File: config.mk
export PLATFORM = sky130hd
export DESIGN_NAME = serial_frame_deframer_top_flat
export DESIGN_NICKNAME = d
export VERILOG_FILES = /design/src/rtl/sfd_pkg.sv /design/src/rtl/sfd_if.sv /design/src/rtl/serial_frame_deframer_top.sv /design/src/rtl/sfd_ctrl.sv /design/src/rtl/sfd_datapath.sv /design/src/flat_wrapper.sv
export SDC_FILE = /design/constraint.sdc
export NUM_CORES = 1
export LEC_CHECK = 0
export ABC_AREA = 1
export BUFFER_PORTS_ARGS = -buffer_cell sky130_fd_sc_hd__buf_2
export CORE_MARGIN = 2
export CORE_UTILIZATION = 60
export CTS_BUF_LIST = sky130_fd_sc_hd__clkbuf_8 sky130_fd_sc_hd__clkbuf_16
export DETAILED_ROUTE_END_ITERATION = 8
export GPL_ROUTABILITY_DRIVEN = 1
export GPL_TIMING_DRIVEN = 1
export HOLD_SLACK_MARGIN = 0.12
export PLACE_DENSITY = 0.86
export SLEW_MARGIN = 20
export SYNTH_ARGS = -nofsm -noshare
export SYNTH_HDL_FRONTEND = slang
export SYNTH_SLANG_ARGS = --single-unit
File: constraint.sdc
create_clock -name clk_i -period 3.5 [get_ports clk_i]
set_input_delay 0.7 -clock clk_i [delete_from_list [all_inputs] [get_ports clk_i]]
set_output_delay 0.7 -clock clk_i [all_outputs]
set_load 0.02 [all_outputs]
File: src/rtl/sfd_pkg.sv
`timescale 1ns / 1ps
// ----------------------------------------------------------------------------
// sfd_pkg
// Shared types, constants and codes of the serial frame deframer.
// ----------------------------------------------------------------------------
package sfd_pkg;

  // buffer depths
  localparam int ADDR_DEPTH = 16;
  localparam int MSG_DEPTH  = 16;

  // index and fill widths
  localparam int ADDR_IDX_W = (ADDR_DEPTH > 1) ? $clog2(ADDR_DEPTH) : 1;
  localparam int MSG_IDX_W  = (MSG_DEPTH > 1) ? $clog2(MSG_DEPTH) : 1;
  localparam int ADDR_FILL_W = $clog2(ADDR_DEPTH + 1);
  localparam int MSG_FILL_W  = $clog2(MSG_DEPTH + 1);
  localparam int CNT_W = (ADDR_FILL_W > MSG_FILL_W) ? ADDR_FILL_W : MSG_FILL_W;

  // payload field widths
  localparam int BYTE_W  = 8;
  localparam int KIND_W  = 2;
  localparam int POS_W   = 4;
  localparam int COUNT_W = 5;

  // configuration port
  localparam int CFG_IDX_W  = 2;
  localparam int CFG_DATA_W = 5;
  localparam logic [CFG_IDX_W-1:0] CFG_RUN_MODE  = 2'd0;
  localparam logic [CFG_IDX_W-1:0] CFG_MSG_LIMIT = 2'd1;
  localparam logic [CFG_DATA_W-1:0] MSG_LIMIT_RST = 5'd16;

  // framing characters
  localparam logic [BYTE_W-1:0] CH_START = 8'h2B;
  localparam logic [BYTE_W-1:0] CH_SEP   = 8'h7C;
  localparam logic [BYTE_W-1:0] CH_CR    = 8'h0D;
  localparam logic [BYTE_W-1:0] CH_0     = 8'h30;
  localparam logic [BYTE_W-1:0] CH_9     = 8'h39;
  localparam logic [BYTE_W-1:0] CH_UA    = 8'h41;
  localparam logic [BYTE_W-1:0] CH_UZ    = 8'h5A;
  localparam logic [BYTE_W-1:0] CH_LA    = 8'h61;
  localparam logic [BYTE_W-1:0] CH_LZ    = 8'h7A;

  // result kinds
  typedef enum logic [KIND_W-1:0] {
    KIND_ECHO = 2'd0,
    KIND_ADDR = 2'd1,
    KIND_MSG  = 2'd2,
    KIND_END  = 2'd3
  } sfd_kind_e;

  // controller states
  typedef enum logic [2:0] {
    ST_IDLE,
    ST_ADDR_RD,
    ST_ADDR_WR,
    ST_MSG_RD,
    ST_MSG_WR,
    ST_END
  } sfd_state_e;

  // controller to datapath
  typedef struct packed {
    logic accept;
    logic load_echo;
    logic load_addr;
    logic load_msg;
    logic load_end;
    logic idx_clr;
    logic idx_inc;
  } sfd_cmd_t;

  // datapath to controller
  typedef struct packed {
    logic out_free;
    logic run_mode;
    logic in_frame;
    logic rx_is_cr;
    logic rx_is_alnum;
    logic addr_more;
    logic msg_more;
  } sfd_stat_t;

endpackage

File: src/rtl/sfd_if.sv
`timescale 1ns / 1ps
// ----------------------------------------------------------------------------
// sfd_rx_if / sfd_res_if
// Valid/ready channels for received bytes and result items.
// ----------------------------------------------------------------------------
interface sfd_rx_if import sfd_pkg::*; ();
  logic              valid;
  logic              ready;
  logic [BYTE_W-1:0] rx_byte;

  modport source (output valid, output rx_byte, input ready);
  modport sink   (input valid, input rx_byte, output ready);
endinterface

interface sfd_res_if import sfd_pkg::*; ();
  logic               valid;
  logic               ready;
  logic [KIND_W-1:0]  kind;
  logic [BYTE_W-1:0]  char_value;
  logic [POS_W-1:0]   position;
  logic [COUNT_W-1:0] address_count;
  logic [COUNT_W-1:0] message_count;
  logic               last;

  modport source (output valid, output kind, output char_value, output position,
                  output address_count, output message_count, output last,
                  input ready);
  modport sink   (input valid, input kind, input char_value, input position,
                  input address_count, input message_count, input last,
                  output ready);
endinterface

File: src/rtl/serial_frame_deframer_top.sv
`timescale 1ns / 1ps
// ----------------------------------------------------------------------------
// serial_frame_deframer_top
// Serial byte deframer: alphanumeric echo in setup mode, '+'..'|'..CR frames.
// ----------------------------------------------------------------------------
// Usage:
//   rx carries one received byte per request; res carries result items
//   (kind, char_value, position, address_count, message_count, last).
//   cfg_we_i / cfg_idx_i / cfg_data_i write run_mode (index 0) and
//   message_limit (index 1); write them only while the block is idle.
// Flow:
//   a byte is taken and its echo item shows on res in the next
//   cycle; bytes stream at one per cycle while res keeps up.
//   A CR that closes a frame starts a drain of the A stored address and M
//   stored message bytes: each stored byte passes a buffer read state and
//   then a result load state, as the buffer read is registered, and a frame
//   end item follows. rx is held off for the whole drain.
// Reset:
//   setup mode, message limit 16, no open frame; buffers are not cleared.
// Stall:
//   while a result waits on res, rx is not ready and the drain pauses.
// ----------------------------------------------------------------------------
module serial_frame_deframer_top import sfd_pkg::*; (
  input  logic                  clk_i,
  input  logic                  rst_ni,
  sfd_rx_if.sink                rx,
  sfd_res_if.source             res,
  input  logic                  cfg_we_i,
  input  logic [CFG_IDX_W-1:0]  cfg_idx_i,
  input  logic [CFG_DATA_W-1:0] cfg_data_i
);

  sfd_cmd_t  cmd;
  sfd_stat_t stat;

  // sequencer
  sfd_ctrl u_ctrl (
    .clk_i      (clk_i),
    .rst_ni     (rst_ni),
    .in_valid_i (rx.valid),
    .in_ready_o (rx.ready),
    .stat_i     (stat),
    .cmd_o      (cmd)
  );

  // buffers and result register
  sfd_datapath u_datapath (
    .clk_i           (clk_i),
    .rst_ni          (rst_ni),
    .cfg_we_i        (cfg_we_i),
    .cfg_idx_i       (cfg_idx_i),
    .cfg_data_i      (cfg_data_i),
    .rx_byte_i       (rx.rx_byte),
    .cmd_i           (cmd),
    .stat_o          (stat),
    .out_ready_i     (res.ready),
    .out_valid_o     (res.valid),
    .kind_o          (res.kind),
    .char_value_o    (res.char_value),
    .position_o      (res.position),
    .address_count_o (res.address_count),
    .message_count_o (res.message_count),
    .last_o          (res.last)
  );

endmodule

File: src/rtl/sfd_ctrl.sv
`timescale 1ns / 1ps
// ----------------------------------------------------------------------------
// sfd_ctrl
// Sequencer: takes bytes, and on frame close drains both buffers in order.
// ----------------------------------------------------------------------------
module sfd_ctrl import sfd_pkg::*; (
  input  logic      clk_i,
  input  logic      rst_ni,
  input  logic      in_valid_i,
  output logic      in_ready_o,
  input  sfd_stat_t stat_i,
  output sfd_cmd_t  cmd_o
);

  sfd_state_e state_q, state_d;

  // state register
  always_ff @(posedge clk_i or negedge rst_ni) begin
    if (!rst_ni) begin
      state_q <= ST_IDLE;
    end else begin
      state_q <= state_d;
    end
  end

  // next state and commands
  always_comb begin
    state_d    = state_q;
    in_ready_o = 1'b0;
    cmd_o      = '0;
    case (state_q)
      ST_IDLE: begin
        in_ready_o   = stat_i.out_free;
        cmd_o.accept = in_valid_i && stat_i.out_free;
        if (cmd_o.accept) begin
          if (!stat_i.run_mode) begin
            cmd_o.load_echo = stat_i.rx_is_alnum;
          end else if (stat_i.in_frame && stat_i.rx_is_cr) begin
            cmd_o.idx_clr = 1'b1;
            state_d       = ST_ADDR_RD;
          end
        end
      end
      // read cycle: memory output settles for the current index
      ST_ADDR_RD: begin
        if (stat_i.addr_more) begin
          state_d = ST_ADDR_WR;
        end else begin
          cmd_o.idx_clr = 1'b1;
          state_d       = ST_MSG_RD;
        end
      end
      ST_ADDR_WR: begin
        if (stat_i.out_free) begin
          cmd_o.load_addr = 1'b1;
          cmd_o.idx_inc   = 1'b1;
          state_d         = ST_ADDR_RD;
        end
      end
      ST_MSG_RD: begin
        state_d = stat_i.msg_more ? ST_MSG_WR : ST_END;
      end
      ST_MSG_WR: begin
        if (stat_i.out_free) begin
          cmd_o.load_msg = 1'b1;
          cmd_o.idx_inc  = 1'b1;
          state_d        = ST_MSG_RD;
        end
      end
      ST_END: begin
        if (stat_i.out_free) begin
          cmd_o.load_end = 1'b1;
          state_d        = ST_IDLE;
        end
      end
      default: begin
        state_d = ST_IDLE;
      end
    endcase
  end

endmodule

File: src/rtl/sfd_datapath.sv
`timescale 1ns / 1ps
// ----------------------------------------------------------------------------
// sfd_datapath
// Configuration, frame state, address and message buffers, result register.
// ----------------------------------------------------------------------------
module sfd_datapath import sfd_pkg::*; (
  input  logic                  clk_i,
  input  logic                  rst_ni,
  input  logic                  cfg_we_i,
  input  logic [CFG_IDX_W-1:0]  cfg_idx_i,
  input  logic [CFG_DATA_W-1:0] cfg_data_i,
  input  logic [BYTE_W-1:0]     rx_byte_i,
  input  sfd_cmd_t              cmd_i,
  output sfd_stat_t             stat_o,
  input  logic                  out_ready_i,
  output logic                  out_valid_o,
  output logic [KIND_W-1:0]     kind_o,
  output logic [BYTE_W-1:0]     char_value_o,
  output logic [POS_W-1:0]      position_o,
  output logic [COUNT_W-1:0]    address_count_o,
  output logic [COUNT_W-1:0]    message_count_o,
  output logic                  last_o
);

  logic                  run_mode_q;
  logic [CFG_DATA_W-1:0] msg_limit_q;
  logic                  in_frame_q, in_message_q;
  logic [ADDR_FILL_W-1:0] addr_fill_q;
  logic [MSG_FILL_W-1:0]  msg_fill_q;
  logic [CNT_W-1:0]      idx_q;

  logic [BYTE_W-1:0] addr_mem [ADDR_DEPTH];
  logic [BYTE_W-1:0] msg_mem  [MSG_DEPTH];
  logic [BYTE_W-1:0] addr_rd_q, msg_rd_q;

  logic        out_valid_q;
  logic [KIND_W-1:0]  kind_q;
  logic [BYTE_W-1:0]  char_q;
  logic [POS_W-1:0]   pos_q;
  logic [COUNT_W-1:0] acnt_q, mcnt_q;
  logic               last_q;

  logic frame_step, is_alnum, addr_we, msg_we, any_load;
  logic [31:0] idx_ext, afill_ext, mfill_ext;

  // configuration registers
  always_ff @(posedge clk_i or negedge rst_ni) begin
    if (!rst_ni) begin
      run_mode_q  <= 1'b0;
      msg_limit_q <= MSG_LIMIT_RST;
    end else if (cfg_we_i) begin
      case (cfg_idx_i)
        CFG_RUN_MODE:  run_mode_q  <= cfg_data_i[0];
        CFG_MSG_LIMIT: msg_limit_q <= cfg_data_i;
        default: ;
      endcase
    end
  end

  // byte classification
  assign is_alnum = ((rx_byte_i >= CH_0)  && (rx_byte_i <= CH_9))  ||
                    ((rx_byte_i >= CH_UA) && (rx_byte_i <= CH_UZ)) ||
                    ((rx_byte_i >= CH_LA) && (rx_byte_i <= CH_LZ));

  assign frame_step = cmd_i.accept && run_mode_q && in_frame_q &&
                      (rx_byte_i != CH_CR) && (rx_byte_i != CH_SEP);
  assign addr_we = frame_step && !in_message_q &&
                   (32'(addr_fill_q) < 32'(ADDR_DEPTH));
  assign msg_we  = frame_step && in_message_q &&
                   (32'(msg_fill_q) < 32'(msg_limit_q)) &&
                   (32'(msg_fill_q) < 32'(MSG_DEPTH));

  // frame state and fill counts
  always_ff @(posedge clk_i or negedge rst_ni) begin
    if (!rst_ni) begin
      in_frame_q   <= 1'b0;
      in_message_q <= 1'b0;
      addr_fill_q  <= '0;
      msg_fill_q   <= '0;
    end else if (cmd_i.accept && run_mode_q) begin
      if (!in_frame_q) begin
        if (rx_byte_i == CH_START) begin
          in_frame_q   <= 1'b1;
          in_message_q <= 1'b0;
          addr_fill_q  <= '0;
          msg_fill_q   <= '0;
        end
      end else if (rx_byte_i == CH_CR) begin
        in_frame_q <= 1'b0;
      end else if (rx_byte_i == CH_SEP) begin
        in_message_q <= 1'b1;
      end else if (addr_we) begin
        addr_fill_q <= addr_fill_q + 1'b1;
      end else if (msg_we) begin
        msg_fill_q <= msg_fill_q + 1'b1;
      end
    end
  end

  // buffers, registered read at the drain index
  always_ff @(posedge clk_i) begin
    if (addr_we) begin
      addr_mem[addr_fill_q[ADDR_IDX_W-1:0]] <= rx_byte_i;
    end
    addr_rd_q <= addr_mem[idx_q[ADDR_IDX_W-1:0]];
  end

  always_ff @(posedge clk_i) begin
    if (msg_we) begin
      msg_mem[msg_fill_q[MSG_IDX_W-1:0]] <= rx_byte_i;
    end
    msg_rd_q <= msg_mem[idx_q[MSG_IDX_W-1:0]];
  end

  // drain index
  always_ff @(posedge clk_i or negedge rst_ni) begin
    if (!rst_ni) begin
      idx_q <= '0;
    end else if (cmd_i.idx_clr) begin
      idx_q <= '0;
    end else if (cmd_i.idx_inc) begin
      idx_q <= idx_q + 1'b1;
    end
  end

  assign idx_ext   = 32'(idx_q);
  assign afill_ext = 32'(addr_fill_q);
  assign mfill_ext = 32'(msg_fill_q);

  // result register
  assign any_load = cmd_i.load_echo || cmd_i.load_addr || cmd_i.load_msg ||
                    cmd_i.load_end;

  always_ff @(posedge clk_i or negedge rst_ni) begin
    if (!rst_ni) begin
      out_valid_q <= 1'b0;
    end else if (any_load) begin
      out_valid_q <= 1'b1;
    end else if (out_ready_i) begin
      out_valid_q <= 1'b0;
    end
  end

  always_ff @(posedge clk_i) begin
    if (any_load) begin
      char_q <= '0;
      pos_q  <= '0;
      acnt_q <= '0;
      mcnt_q <= '0;
      last_q <= 1'b0;
      if (cmd_i.load_echo) begin
        kind_q <= KIND_ECHO;
        char_q <= rx_byte_i;
        last_q <= 1'b1;
      end else if (cmd_i.load_addr) begin
        kind_q <= KIND_ADDR;
        char_q <= addr_rd_q;
        pos_q  <= idx_ext[POS_W-1:0];
      end else if (cmd_i.load_msg) begin
        kind_q <= KIND_MSG;
        char_q <= msg_rd_q;
        pos_q  <= idx_ext[POS_W-1:0];
      end else begin
        kind_q <= KIND_END;
        acnt_q <= afill_ext[COUNT_W-1:0];
        mcnt_q <= mfill_ext[COUNT_W-1:0];
        last_q <= 1'b1;
      end
    end
  end

  // status to the controller
  always_comb begin
    stat_o.out_free    = !out_valid_q || out_ready_i;
    stat_o.run_mode    = run_mode_q;
    stat_o.in_frame    = in_frame_q;
    stat_o.rx_is_cr    = (rx_byte_i == CH_CR);
    stat_o.rx_is_alnum = is_alnum;
    stat_o.addr_more   = (idx_ext < afill_ext);
    stat_o.msg_more    = (idx_ext < mfill_ext);
  end

  assign out_valid_o     = out_valid_q;
  assign kind_o          = kind_q;
  assign char_value_o    = char_q;
  assign position_o      = pos_q;
  assign address_count_o = acnt_q;
  assign message_count_o = mcnt_q;
  assign last_o          = last_q;

endmodule

File: src/flat_wrapper.sv
// flat-port wrapper written by rule: the top's interface ports become plain ports
module serial_frame_deframer_top_flat import sfd_pkg::*;
  (clk_i, rst_ni, cfg_we_i, cfg_idx_i, cfg_data_i, rx_valid, rx_rx_byte, rx_ready, res_valid, res_kind, res_char_value, res_position, res_address_count, res_message_count, res_last, res_ready);
  sfd_rx_if rx_i ();
  sfd_res_if res_i ();
  input  logic clk_i;
  input  logic rst_ni;
  input  logic cfg_we_i;
  input  logic [CFG_IDX_W-1:0] cfg_idx_i;
  input  logic [CFG_DATA_W-1:0] cfg_data_i;
  input wire logic [$bits(rx_i.valid)-1:0] rx_valid;
  input wire logic [$bits(rx_i.rx_byte)-1:0] rx_rx_byte;
  output wire logic [$bits(rx_i.ready)-1:0] rx_ready;
  output wire logic [$bits(res_i.valid)-1:0] res_valid;
  output wire logic [$bits(res_i.kind)-1:0] res_kind;
  output wire logic [$bits(res_i.char_value)-1:0] res_char_value;
  output wire logic [$bits(res_i.position)-1:0] res_position;
  output wire logic [$bits(res_i.address_count)-1:0] res_address_count;
  output wire logic [$bits(res_i.message_count)-1:0] res_message_count;
  output wire logic [$bits(res_i.last)-1:0] res_last;
  input wire logic [$bits(res_i.ready)-1:0] res_ready;
  assign rx_i.valid = rx_valid;
  assign rx_i.rx_byte = rx_rx_byte;
  assign rx_ready = rx_i.ready;
  assign res_valid = res_i.valid;
  assign res_kind = res_i.kind;
  assign res_char_value = res_i.char_value;
  assign res_position = res_i.position;
  assign res_address_count = res_i.address_count;
  assign res_message_count = res_i.message_count;
  assign res_last = res_i.last;
  assign res_i.ready = res_ready;
  serial_frame_deframer_top u_core (.clk_i(clk_i), .rst_ni(rst_ni), .rx(rx_i), .res(res_i), .cfg_we_i(cfg_we_i), .cfg_idx_i(cfg_idx_i), .cfg_data_i(cfg_data_i));
endmodule
==> results.sh, run 1 <==
export IMPL_cts_clk_slew_worst_paths_ps=70
export IMPL_cp_data_arrival_time_ps=3130
export IMPL_gp_congestion=0.922
export IMPL_top_layer_used="met4"
export IMPL_ant_nets=0
export IMPL_hold_buffers=0
export IMPL_drtPass1Iterations=6
export IMPL_outcome="complete, no violations"
export IMPL_cts_tree="yes"
export IMPL_core_sq_mm=0.0218
export IMPL_dieArea_sq_mm=0.0233
export IMPL_relSlewSlack_pct=44.0
export IMPL_min_period_ps=2730
export IMPL_finalInstanceArea_sq_mm=0.0149
export IMPL_timing_reg2reg_setup_slack_ps=770
export IMPL_die_w_microns=153
export IMPL_antenna_found_initial=0
export IMPL_post_cts_buffers=0
export IMPL_max_freq_mhz=366
export IMPL_worstPathMaxFanout=63
export IMPL_critical_path_max_stage_delay_ps=730
export IMPL_grt_pass1_wl_microns=49400
export IMPL_setup_tns_ps=0
export IMPL_finalNonFillerCells=1465
export IMPL_skew_ps=26.2
export IMPL_grtUsageTotal_pct=27.4
export IMPL_vias=9262
export IMPL_grt_pass1_vias=9051
export IMPL_final_util_pct=68.5
export IMPL_multi_input_area_sq_mm=0.00335
export IMPL_clk_latency_ps=560
export IMPL_grt_start_max_net_pins=73
export IMPL_syn_area_sq_mm=0.0132
export IMPL_finalNetCount=1202
export IMPL_wl_met2_microns=15500
export IMPL_cts_resized_gates=0
export IMPL_ys_seq_area_share_pct=71.2
export IMPL_wl_met1_microns=11700
export IMPL_slew_violations=0
export IMPL_power_leakage_uw=0.00542
export IMPL_drtIter0Drc=1285
export IMPL_synth_cells=1100
export IMPL_area_growth_pct=12.5
export IMPL_syn_area_per_cell_sq_um=12.0
export IMPL_portBuffers=46
export IMPL_cp_required_ps=3900
export IMPL_drive_gt1_share_pct=12.9
export IMPL_crit_chain="clkinv_2, buf_12, o21ai_1, o22ai_1, o211ai_1, nand3_1"
export IMPL_ys_ff_latch=324
export IMPL_wl_met3_microns=3540
export IMPL_synth_fp_nets=1141
export IMPL_place_inst=1408
export IMPL_worst_pin_slew_ps=840
export IMPL_power_density_mw_per_mm2=782
export IMPL_hold_viol_final=0
export IMPL_fill_cells=1450
export IMPL_yosysWarningCount=0
export IMPL_drt_wl_total_microns=32100
export IMPL_core_rowCount=54
export IMPL_cts_root_buf="clkbuf_16"
export IMPL_h_tree_depth=1
export IMPL_max_clock_path_buffers=3
export IMPL_rsz0062_at_grt="false"
export IMPL_routed_via_density=6.32
export IMPL_cts_buffers_inserted=31
export IMPL_peakVddDrop_mv=0.577
export IMPL_critPathLaunchType="register"
export IMPL_criticalPathCategory="reg2reg"
export IMPL_remaining_drc_errors=0
export IMPL_setup_viol=0
export IMPL_place_area_sq_mm=0.0139
export IMPL_avgRoutedWirePerCell_microns=21.9
export IMPL_dp_hpwl_microns=20200
export IMPL_io_pins=47
export IMPL_crit_path_end_kind="register"
export IMPL_cpMaxStageDelayCell="dfrtp_4"
export IMPL_hp_class="in2async"
export IMPL_start_util_pct=60.9
export IMPL_n_antenna_cell=0
export IMPL_yosysUniqueCellTypes=35
export IMPL_period_share_pct=78.1
export IMPL_fp_dieH_microns=153
export IMPL_seqCellArea_sq_mm=0.00944
export IMPL_cts_sinks=324
export IMPL_grt_overflow_total=0
export IMPL_maxCapViolCount=0
## placed cells by master, fill, tap and decap left out, types with 2 or more instances in the layout
master / instances
a21oi_1: 20
a22o_1: 8
buf_2: 46
buf_4: 31
bufinv_16: 4
clkbuf_16: 31
clkbuf_8: 3
clkinv_1: 7
clkinv_2: 5
clkinv_4: 2
clkinvlp_4: 3
dfrtp_1: 24
dfxtp_1: 16
edfxtp_1: 281
ha_1: 21
inv_1: 58
inv_2: 7
nand2_1: 110
nand2_2: 6
nand3_1: 47
nand3b_1: 2
nand4_1: 3
nor2_1: 202
nor2_2: 5
nor2_4: 2
nor3_1: 9
o211ai_1: 12
o21ai_0: 122
o21ai_1: 19
o221ai_1: 23
o22ai_1: 43
xor2_1: 3
## synthesized netlist by cell type
master / n / share of area [%]
a21oi_1: 20 / 0.76
a22o_1: 8 / 0.53
a22oi_1: 1 / 0.057
a31oi_1: 1 / 0.047
buf_1: 1 / 0.028
buf_2: 6 / 0.23
buf_4: 1 / 0.057
buf_6: 3 / 0.25
clkbuf_1: 39 / 1.1
clkinv_1: 3 / 0.085
dfrtp_1: 26 / 4.9
dfstp_2: 1 / 0.20
dfxtp_1: 16 / 2.4
edfxtp_1: 281 / 64
ha_1: 21 / 2.0
inv_1: 53 / 1.5
inv_2: 8 / 0.23
nand2_1: 110 / 3.1
nand2_2: 6 / 0.28
nand3_1: 47 / 1.8
nand3b_1: 2 / 0.11
nand4_1: 3 / 0.14
nor2_1: 202 / 5.7
nor2_2: 5 / 0.24
nor2_4: 2 / 0.17
nor3_1: 9 / 0.34
nor3_4: 1 / 0.12
nor4_2: 1 / 0.094
o211ai_1: 12 / 0.68
o21ai_0: 122 / 4.6
o21ai_1: 19 / 0.72
o221ai_1: 23 / 1.5
o22ai_1: 43 / 2.0
or2_2: 1 / 0.047
xor2_1: 3 / 0.20
## through the flow
| step | total power (uW) | setup WS, ps | hold WS, ps |
|---|---|---|---|
| 2_1_floorplan | 7150 | 845 | 404 |
| 3_3_place_gp | 8130 | 759 | 477 |
| 3_5_place_dp | 8260 | 654 | 489 |
| 4_1_cts | 11600 | 848 | 167 |
| 5_1_grt | 12200 | 666 | 209 |
| 6_report | 11700 | 766 | 160 |
## worst max-delay path: cells and delay by family (launching register included)
family | cells | cell delay, ps
DFF | 1 | 730
buffers and inverters | 2 | 1030
AOI/OAI and AO/OA | 3 | 620
and+or+nand+nor | 1 | 140
## final cells by class
class	instances	area share (%)
inverter	64	1.62
tap	280	2.35
multi-input combinational	662	22.5
timing repair buffer	78	3.24
sequential	324	63.3
clock buffer	34	5.48
clock inverter	23	1.51
## metal layers
layer  global-route usage (%)  vias up
li1                         -     4086
met1                     36.1     4399
met2                     45.5      665
met3                     4.92      112
met4                     11.1        0
met5                        0        -
## path summary, 6_finish.rpt
| path | startpoint | end | cells after the start |
|---|---|---|---|
| setup / recovery | u_core.u_datapath.idx_q[0] | u_core.u_datapath.addr_rd_q[0] | 6 |
| hold / removal | rst_ni | u_core.u_ctrl.state_q[2] | 1 |
| setup reg to reg | u_core.u_datapath.idx_q[0] | u_core.u_datapath.addr_rd_q[0] | 6 |
| hold reg to reg | u_core.u_datapath.msg_limit_q[0] | u_core.u_datapath.msg_limit_q[0] | 2 |
| max in group asynchronous | rst_ni | u_core.u_datapath.idx_q[0] | 1 |
| min in group clk_i | cfg_we_i | u_core.u_datapath.run_mode_q | 2 |
## cells by family (layout without fill, tap and decap cells)
family	after synthesis	count (layout)	share of synthesized area (%)
fa+ha+maj	21	21	1.98
compound gates	249	249	10.9
xor+xnor	3	3	0.198
buf+inv	114	199	3.49
simple gates	389	389	12.2
flops	324	324	71.2
## registers in the layout, summed over array words and instances, names as in the netlist, 2 cells and up
signal                             flops
u_core.u_ctrl.state_q                  3
u_core.u_datapath.addr_fill_q          5
u_core.u_datapath.addr_mem           128
u_core.u_datapath.addr_rd_q            8
u_core.u_datapath.address_count_o      5
u_core.u_datapath.char_value_o         8
u_core.u_datapath.idx_q                5
u_core.u_datapath.kind_o               2
u_core.u_datapath.message_count_o      5
u_core.u_datapath.msg_fill_q           5
u_core.u_datapath.msg_limit_q          5
u_core.u_datapath.msg_mem            128
u_core.u_datapath.msg_rd_q             8
u_core.u_datapath.position_o           4
## report_power, final
group,total (uW),switching (uW),internal (uW)
combinational,3360,2360,999
sequential,4910,292,4620
clock,3390,1410,1970
Power figures use the tool's default switching activity.
==> run 2, diff against run 1 <==
==> constraint.sdc (replaced) <==
create_clock -name clk_i -period 2.6 [get_ports clk_i]
set_input_delay 0.52 -clock clk_i [delete_from_list [all_inputs] [get_ports clk_i]]
set_output_delay 0.52 -clock clk_i [all_outputs]
set_load 0.02 [all_outputs]
==> results.sh, run 2 (synthesis gave the netlist of run 1 again) <==
export IMPL_max_clock_path_buffers=3
export IMPL_slew_violations=0
export IMPL_grt_pass1_wl_microns=51500
export IMPL_core_sq_mm=0.0218
export IMPL_crit_path_end_kind="register"
export IMPL_maxCapViolCount=0
export IMPL_timing_reg2reg_setup_slack_ps=220
export IMPL_clk_latency_ps=550
export IMPL_avgRoutedWirePerCell_microns=22.3
export IMPL_routed_via_density=6.32
export IMPL_power_density_mw_per_mm2=1040
export IMPL_setup_tns_ps=0
export IMPL_grt_start_max_net_pins=133
export IMPL_total_power_uw=15800
export IMPL_relSlewSlack_pct=44.3
export IMPL_dp_hpwl_microns=21500
export IMPL_cp_top_family="simple AND/OR/NAND/NOR gates"
export IMPL_worstPathMaxFanout=8
export IMPL_ant_nets=0
export IMPL_peakVddDrop_mv=0.625
export IMPL_worst_pin_slew_ps=836
export IMPL_drive_gt1_share_pct=14.9
export IMPL_skew_ps=18.8
export IMPL_cpMaxStageDelayCell="dfstp_2"
export IMPL_drtPass1Iterations=6
export IMPL_remaining_drc_errors=0
export IMPL_cp_required_ps=2860
export IMPL_final_cell_mix="edfxtp_1 (281), nor2_1 (201), o21ai_0 (122), nand2_1 (110), inv_1 (60)"
export IMPL_area_growth_pct=14.5
export IMPL_layout_commonest_cell="edfxtp_1"
export IMPL_reg2regPathDepth=10
export IMPL_portBuffers=46
export IMPL_cts_root_buf="clkbuf_16"
export IMPL_cts_buffers_inserted=30
export IMPL_finalNetCount=1233
export IMPL_grt_pass1_vias=9126
export IMPL_hp_class="in2reg"
export IMPL_core_rowCount=54
export IMPL_start_util_pct=60.9
export IMPL_setup_viol=0
export IMPL_drt_wl_total_microns=33400
export IMPL_grtUsageTotal_pct=28.6
export IMPL_post_cts_buffers=0
export IMPL_cts_clk_slew_worst_paths_ps=70
export IMPL_cts_tree="yes"
export IMPL_rsz0062_at_grt="false"
export IMPL_vias=9454
export IMPL_cp_startpoint="u_core.u_datapath.msg_limit_q[4]"
export IMPL_gp_congestion=1.01
export IMPL_hp_start="cfg_we_i"
export IMPL_cts_sinks=324
export IMPL_hold_depth=2
export IMPL_n_antenna_cell=0
export IMPL_criticalPathCategory="reg2reg"
export IMPL_hold_viol_final=0
export IMPL_min_period_ps=2380
export IMPL_period_share_pct=91.4
export IMPL_r2r_start="u_core.u_datapath.msg_limit_q[4]"
export IMPL_grt_overflow_total=0
export IMPL_dieArea_sq_mm=0.0233
export IMPL_power_leakage_uw=0.00560
export IMPL_critical_path_max_stage_delay_ps=510
export IMPL_critPathLaunchType="register"
export IMPL_outcome="complete, no violations"
export IMPL_die_w_microns=153
export IMPL_crit_buf_inv=3
export IMPL_h_tree_depth=1
export IMPL_crit_chain="inv_1, ha_1, nand3_1, nand3_1, nor2_1, nand2_1, inv_2, nand2_1, nor2_1, buf_4"
export IMPL_antenna_found_initial=0
export IMPL_min_to="u_core.u_datapath.run_mode_q"
export IMPL_drtIter0Drc=1631
export IMPL_io_pins=47
export IMPL_max_freq_mhz=421
export IMPL_worstReg2RegEnd="u_core.u_datapath.msg_mem[11][6]"
export IMPL_cp_data_arrival_time_ps=2640
export IMPL_fp_dieH_microns=153
==> run 2: final cells by class <==
cell class,count,area (sq um)
well taps,280,350
fillers,1386,6590
inverters,64,241
flip-flops and latches,324,9440
clock inverters,25,243
multi-input cells,662,3350
clock buffers,31,776
repair buffers,110,763
==> run 2: worst reg2reg max path, cell delays in order, from the launching register on <==
cell,delay [ps]
dfstp_2,510
inv_1,70
ha_1,330
nand3_1,110
nand3_1,90
nor2_1,140
nand2_1,110
inv_2,140
nand2_1,220
nor2_1,180
buf_4,190
==> run 2: metrics by stage <==
| step | hold slack, ps | worst slack [ps] | cell area (sq um) | std cells | util (%) |
|---|---|---|---|---|---|
| after floorplan | 224 | 125 | 13200 | 1100 | - |
| after global placement | 476 | 307 | 14100 | 1439 | 65.0 |
| after detailed placement | 508 | 230 | 14100 | 1439 | 65.0 |
| after CTS | 178 | 253 | 15200 | 1496 | 69.7 |
| after global routing | 182 | 75.3 | 15200 | 1496 | 69.7 |
| final | 188 | 223 | 15200 | 1496 | 69.7 |
==> run 2: repair_timing <==
item                                   CTS  global route
hold buffers                             1             0
resized for setup                        0             0
endpoints found under the hold margin   26             0
==> run 2: how the worst max path moves through the flow <==
| stage | end | slack, ps | depth (start not counted) |
|---|---|---|---|
| finish | u_core.u_datapath.msg_mem[11][6] | 220 | 10 |
| floorplan | u_core.u_datapath.address_count_o[0] | 130 | 4 |
| CTS | u_core.u_datapath.msg_mem[7][3] | 250 | 10 |
| global placement | u_core.u_datapath.msg_mem[3][6] | 310 | 12 |
| detailed placement | u_core.u_datapath.msg_mem[11][6] | 230 | 12 |
| global route | u_core.u_datapath.msg_mem[11][6] | 80 | 10 |
==> run 2: report_power, final <==
group | internal (uW) | total [uW] | switching (uW)
Sequential | 6220 | 6570 | 349
Combinational | 1420 | 4750 | 3330
Clock | 2640 | 4490 | 1850
Total | 10300 | 15800 | 5530
==> run 2: metal layers <==
metal / track usage [%] / vias up / share of wire, %
li1: - / 4151 / -
met1: 39.0 / 4485 / 36
met2: 46.8 / 710 / 48
met3: 5.49 / 108 / 12
met4: 9.57 / 0 / 3.3
met5: 0.414 / - / 0
